==> src/rtl/htnm_pkg.sv <==
// Shared types and constants for the height to normal map block.
package htnm_pkg;

    localparam int MaxWidth  = 1024;
    localparam int MaxHeight = 1024;
    localparam int ColW      = $clog2(MaxWidth);
    localparam int CntW      = 11;
    localparam logic [15:0] UnitZ = 16'd65280;

    localparam logic [1:0] RegWidth  = 2'd0;
    localparam logic [1:0] RegHeight = 2'd1;
    localparam logic [1:0] RegGain   = 2'd2;

    localparam logic OpPixel = 1'b0;
    localparam logic OpFlush = 1'b1;

    // one window job handed from the front end to the shading unit
    typedef struct packed {
        logic signed [11:0] gx;
        logic signed [11:0] gy;
        logic               frame_end;
    } job_t;

    typedef enum logic [2:0] {
        SH_IDLE,
        SH_MULT,
        SH_SQUARE,
        SH_ROOT,
        SH_DIVIDE,
        SH_DONE
    } sh_state_t;

endpackage

==> src/rtl/htnm_queue.sv <==
// Short job queue between the front end and the shading unit.
module htnm_queue (
    input  logic           clk,
    input  logic           rst_n,
    input  logic           push,
    input  htnm_pkg::job_t push_job,
    input  logic           pop,
    output logic           not_empty,
    output logic           almost_full,
    output htnm_pkg::job_t head
);

    htnm_pkg::job_t mem_reg [4];
    logic [1:0] wr_reg, rd_reg;
    logic [2:0] cnt_reg;

    assign not_empty   = (cnt_reg != '0);
    // two slots kept for words already in the front pipeline
    assign almost_full = (cnt_reg >= 3'd2);
    assign head        = mem_reg[rd_reg];

    always_ff @(posedge clk)
    begin
        if (push)
        begin
            mem_reg[wr_reg] <= push_job;
        end
    end

    always_ff @(posedge clk or negedge rst_n)
    begin
        if (!rst_n)
        begin
            wr_reg  <= '0;
            rd_reg  <= '0;
            cnt_reg <= '0;
        end
        else
        begin
            if (push)
            begin
                wr_reg <= wr_reg + 2'd1;
            end
            if (pop)
            begin
                rd_reg <= rd_reg + 2'd1;
            end
            cnt_reg <= cnt_reg + 3'(push) - 3'(pop);
        end
    end

    ap_no_overflow: assert property (@(posedge clk) disable iff (!rst_n)
        push && !pop |-> cnt_reg < 3'd4)
        else $error("job queue overflow");
    ap_no_underflow: assert property (@(posedge clk) disable iff (!rst_n)
        pop |-> cnt_reg != '0)
        else $error("job queue underflow");
    ap_count_step: assert property (@(posedge clk) disable iff (!rst_n)
        push && !pop |=> cnt_reg == $past(cnt_reg) + 3'd1)
        else $error("queue count did not advance");

endmodule

==> config.mk <==
export PLATFORM = sky130hd
export DESIGN_NAME = htnm_queue
export DESIGN_NICKNAME = d
export VERILOG_FILES = /design/src/rtl/htnm_pkg.sv /design/src/rtl/htnm_queue.sv
export SDC_FILE = /design/constraint.sdc
export NUM_CORES = 1
export LEC_CHECK = 0
export ABC_AREA = 1
export BUFFER_PORTS_ARGS = -buffer_cell sky130_fd_sc_hd__buf_4
export CORE_ASPECT_RATIO = 0.6
export CORE_UTILIZATION = 58
export DETAILED_ROUTE_END_ITERATION = 16
export PLACE_DENSITY = 0.8
export SYNTH_ARGS = -nofsm -noshare
export SYNTH_HDL_FRONTEND = slang
export SYNTH_SLANG_ARGS = --single-unit
export TNS_END_PERCENT = 1
==> constraint.sdc <==
create_clock -name clk -period 1.86 [get_ports clk]
set_input_delay 0.093 -clock clk [delete_from_list [all_inputs] [get_ports clk]]
set_output_delay 0.093 -clock clk [all_outputs]
set_load 0.005 [all_outputs]
# [Word-level counts from Yosys, hierarchy flattened]
# Memory sizes are Yosys's and may differ from the RTL's.
# Index checks and enable logic that the tools add are counted.
[totals] register_bits=7 latchBits=0 mem_bits_rw=100 romBits=0 elab_cells=12 n_memories=1
[mem_list] memory="mem_reg" depth=4 word_bits=25 rd=1 rd_ports_with_merged_regs=0 wr=1 line="htnm_queue.sv:13" source="htnm_pkg::job_t mem_reg [4];"
[classes] n_addsub=4 multipliers=0 n_div=0 n_lt_le_gt_ge=1 n_eq_ne=0 n_shift=0 muxes=2 bitwise_logic=0 reduce_logical=1
[op_table] operator="$add 2x1->2 const B" count=2
[op_table] operator="$add 3x1->3" count=1
[op_table] operator="$ge 3x2->1 const B" count=1
[op_table] operator="$reduce_bool 3->1" count=1
[op_table] operator="$sub 3x1->3" count=1
[op_table] operator="$mux 1" count=2

# [Depth between registers and ports, before layout]
[logic_depth] depth_word=2 ltp_mapped=7 mapped_depth_nobuf=7

# [Least setup slack after synthesis]
# OpenSTA, ideal clock, no wires.
[synth_path] path_kind="flip-flop to flip-flop" start="reg wr_reg[0]" end="mem mem_reg[0][0] (netlist name), enable pin" t_arrival_ns=1.162 required_ns=1.480 setup_slack_ns=0.318 stages_incl_launch_ff=5 n_path_buf=0 cell_sequence="dfrtp_1 > inv_1 > ha_1 > nand2_1 > inv_1"
[synth_lines] element="from (decl)" line="htnm_queue.sv:14" source="logic [1:0] wr_reg, rd_reg;"
[synth_lines] element="from (signal assigned)" line="htnm_queue.sv:42" source="wr_reg <= wr_reg + 2'd1;"
[synth_lines] element="to (decl)" line="htnm_queue.sv:13"
# Straight into the memory's write port.

==> metrics.cfg <==
[finish]
area_growth_pct = 23.57
final_common_cell = nand2_1
mostFrequentLayoutCells = nand2_1, inv_1, edfxtp_1
n_fill_cell = 497
fin_cells = 633
drive_above_1_share = 0.1607
antenna_cells = 0
largest_reg_flops = 100
fin_nets = 561
design_area_um2 = 5747
final_util = 0.7655

[critical_path]
reg2reg_from = cnt_reg[0]
worstSetupStartpoint = rd_reg[0]
cp_num_cells = 5
r2r_cells = 7
cp_max_fo = 50
crit_buf_inv = 2
required_ns = 1.77
critPathSlowestCell = dfrtp_2
startpoint_type = register
cpMostUsedCell = nand2_1
cp_top_family = buffers and inverters
cp-endpoint = head[22]
worstReg2RegEnd = cnt_reg[2]
setup.worst_path.end_class = output port
critPathMaxStageDelay_ns = 0.43
crit_type = reg -> out
crit_chain = inv_4 > nand2_1 > nand3_1 > nand2_1 > buf_4
ff2ff_setup_slack_ns = 0.22
worstPathArrival_ns = 1.62

[clock_network]
cts_tree = built
cts_setup_buffers = 0
ctsResizeCount = 0
cts-root-buf = clkbuf_16
path_clk_slew_ns = 0.07
insertion_delay_ns = 0.34
clock_path_buffers = 2
cts_made_buffers = 9
cts_num_sinks = 107
hold_buffers = 28
htreeDepth = 3

[sta]
hold_viol_final = 0
setup_violations = 0
max_freq_mhz = 583.7
max_slew_margin = 0.6517
period_needed_ns = 1.713
worst_slack_ns = 0.1469
worst_pin_slew_ns = 0.5225
finalHoldWorstSlack_ns = 0.1099
slew_violations = 0
post-route-period-util = 0.9210
grt_setup_unrepaired = false
skew_ns = 0.006178
fin_setup_tns_ns = 0

[status]
status = complete, no violations

[logic_synthesis]
synthCells = 435
ys_seq_area_frac = 0.6833
synth_area_um2 = 4651
synth_cell_types = 14
ys_warn_count = 0
syn-num-nets = 472
synth-seq-cells = 107
synth_area_per_cell_um2 = 10.69

[route]
viasPerCell = 4.853
ant_nets = 0
vias = 3072
wirelength_um = 8961
drt-pass1-iter-count = 5
drc = 0
drt-initial-drc-count = 232
wl_per_cell_um = 14.16

[grt]
antenna_found_initial = 0
grt_max_degree = 51
grt_pass1_wl_um = 14700
grt_usage = 0.2355
globalRouteOverflowTotal = 0
grt_pass1_vias = 3006

[power_and_ir_drop]
p_leak_nw = 2.733
ir_drop_mv = 0.9073
power_mw = 8.336
combPwrFrac = 0.369
power_density_nw_per_um2 = 1451
switchingPower_mw = 2.774
p_seq_frac = 0.402
p_sw_frac = 0.3328
clkPwrFrac = 0.229
internal-power_mw = 5.562

[place]
place.gp.congestion = 0.7501
io_buffers = 55
dpl_cell_area_um2 = 5161
place_worst_setup_slack_ns = 0.2967
dpl.hpwl_um = 5323
dp_cells = 589

[floorplanning]
dieWidth_um = 117.6
die_h_um = 71.36
dieArea_um2 = 8392
io_pins = 56
rows = 24
initial_core_util = 0.6195
fp.coreArea_um2 = 7507

[worst_hold_path]
min_path_type = in -> async

[run]
cap_violations = 0

[cell type report]
class | count | area, um^2 | area share
Timing Repair Buffer | 95 | 795.8 | 0.1385
Clock buffer | 12 | 256.5 | 0.04463
Tap cell | 104 | 130.1 | 0.02264
Sequential cell | 107 | 3179 | 0.5532
Multi-Input combinational cell | 197 | 903.4 | 0.1572
Inverter | 114 | 432.9 | 0.07533
Clock inverter | 4 | 48.80 | 0.008491
[Yosys cell counts, drive strengths merged]
library cell,count,area (um^2)
clkbuf,1,5.000
dfrtp,7,175.2
inv,114,432.9
nand3,52,260.3
xor2,4,35.03
buf,16,131.4
ha,7,87.58
nand2,132,495.5
fa,1,20.02
edfxtp,100,3003
o21ai,1,5.000
[kinds of logic after synthesis]
kind of cell | count (synthesis) | share of synthesized area
AND/OR/NAND/NOR | 184 | 0.1625
buffers and inverters | 131 | 0.1224
flip-flops | 107 | 0.6833
adder cells (fa/ha/maj) | 8 | 0.02314
XOR/XNOR | 4 | 0.007532
AO/OA/AOI/OAI | 1 | 0.001075
[layer usage]
metal	vias up	wire, um	part of all wire	GRT usage
met5	-	0	0	0
met4	0	158	0.018	0.06838
met3	21	648	0.072	0.08041
met2	117	4207	0.47	0.3863
met1	1413	3946	0.44	0.3032
li1	1521	-	-	-
[power groups by stage]
stage	clock network [mW]	registers [mW]	logic, mW
3_3_place_gp	0	3.38	2.92
5_1_grt	2.03	3.39	3.44
3_5_place_dp	0	3.40	3.01
6_report	1.90	3.35	3.08
4_1_cts	1.94	3.35	3.09
2_1_floorplan	0	3.32	1.90
[worst min-delay path by stage]
stage	endpoint	depth (start not counted)	slack [ns]	startpoint
3_3_place_gp	cnt_reg[0]	1	-0.09	rst_n
4_1_cts	cnt_reg[0]	2	0.09	rst_n
6_report	cnt_reg[0]	2	0.11	rst_n
2_1_floorplan	cnt_reg[0]	0	-0.20	rst_n
5_1_grt	cnt_reg[0]	2	0.10	rst_n
3_5_place_dp	cnt_reg[0]	1	-0.08	rst_n
(Power assumes the default switching activity.)
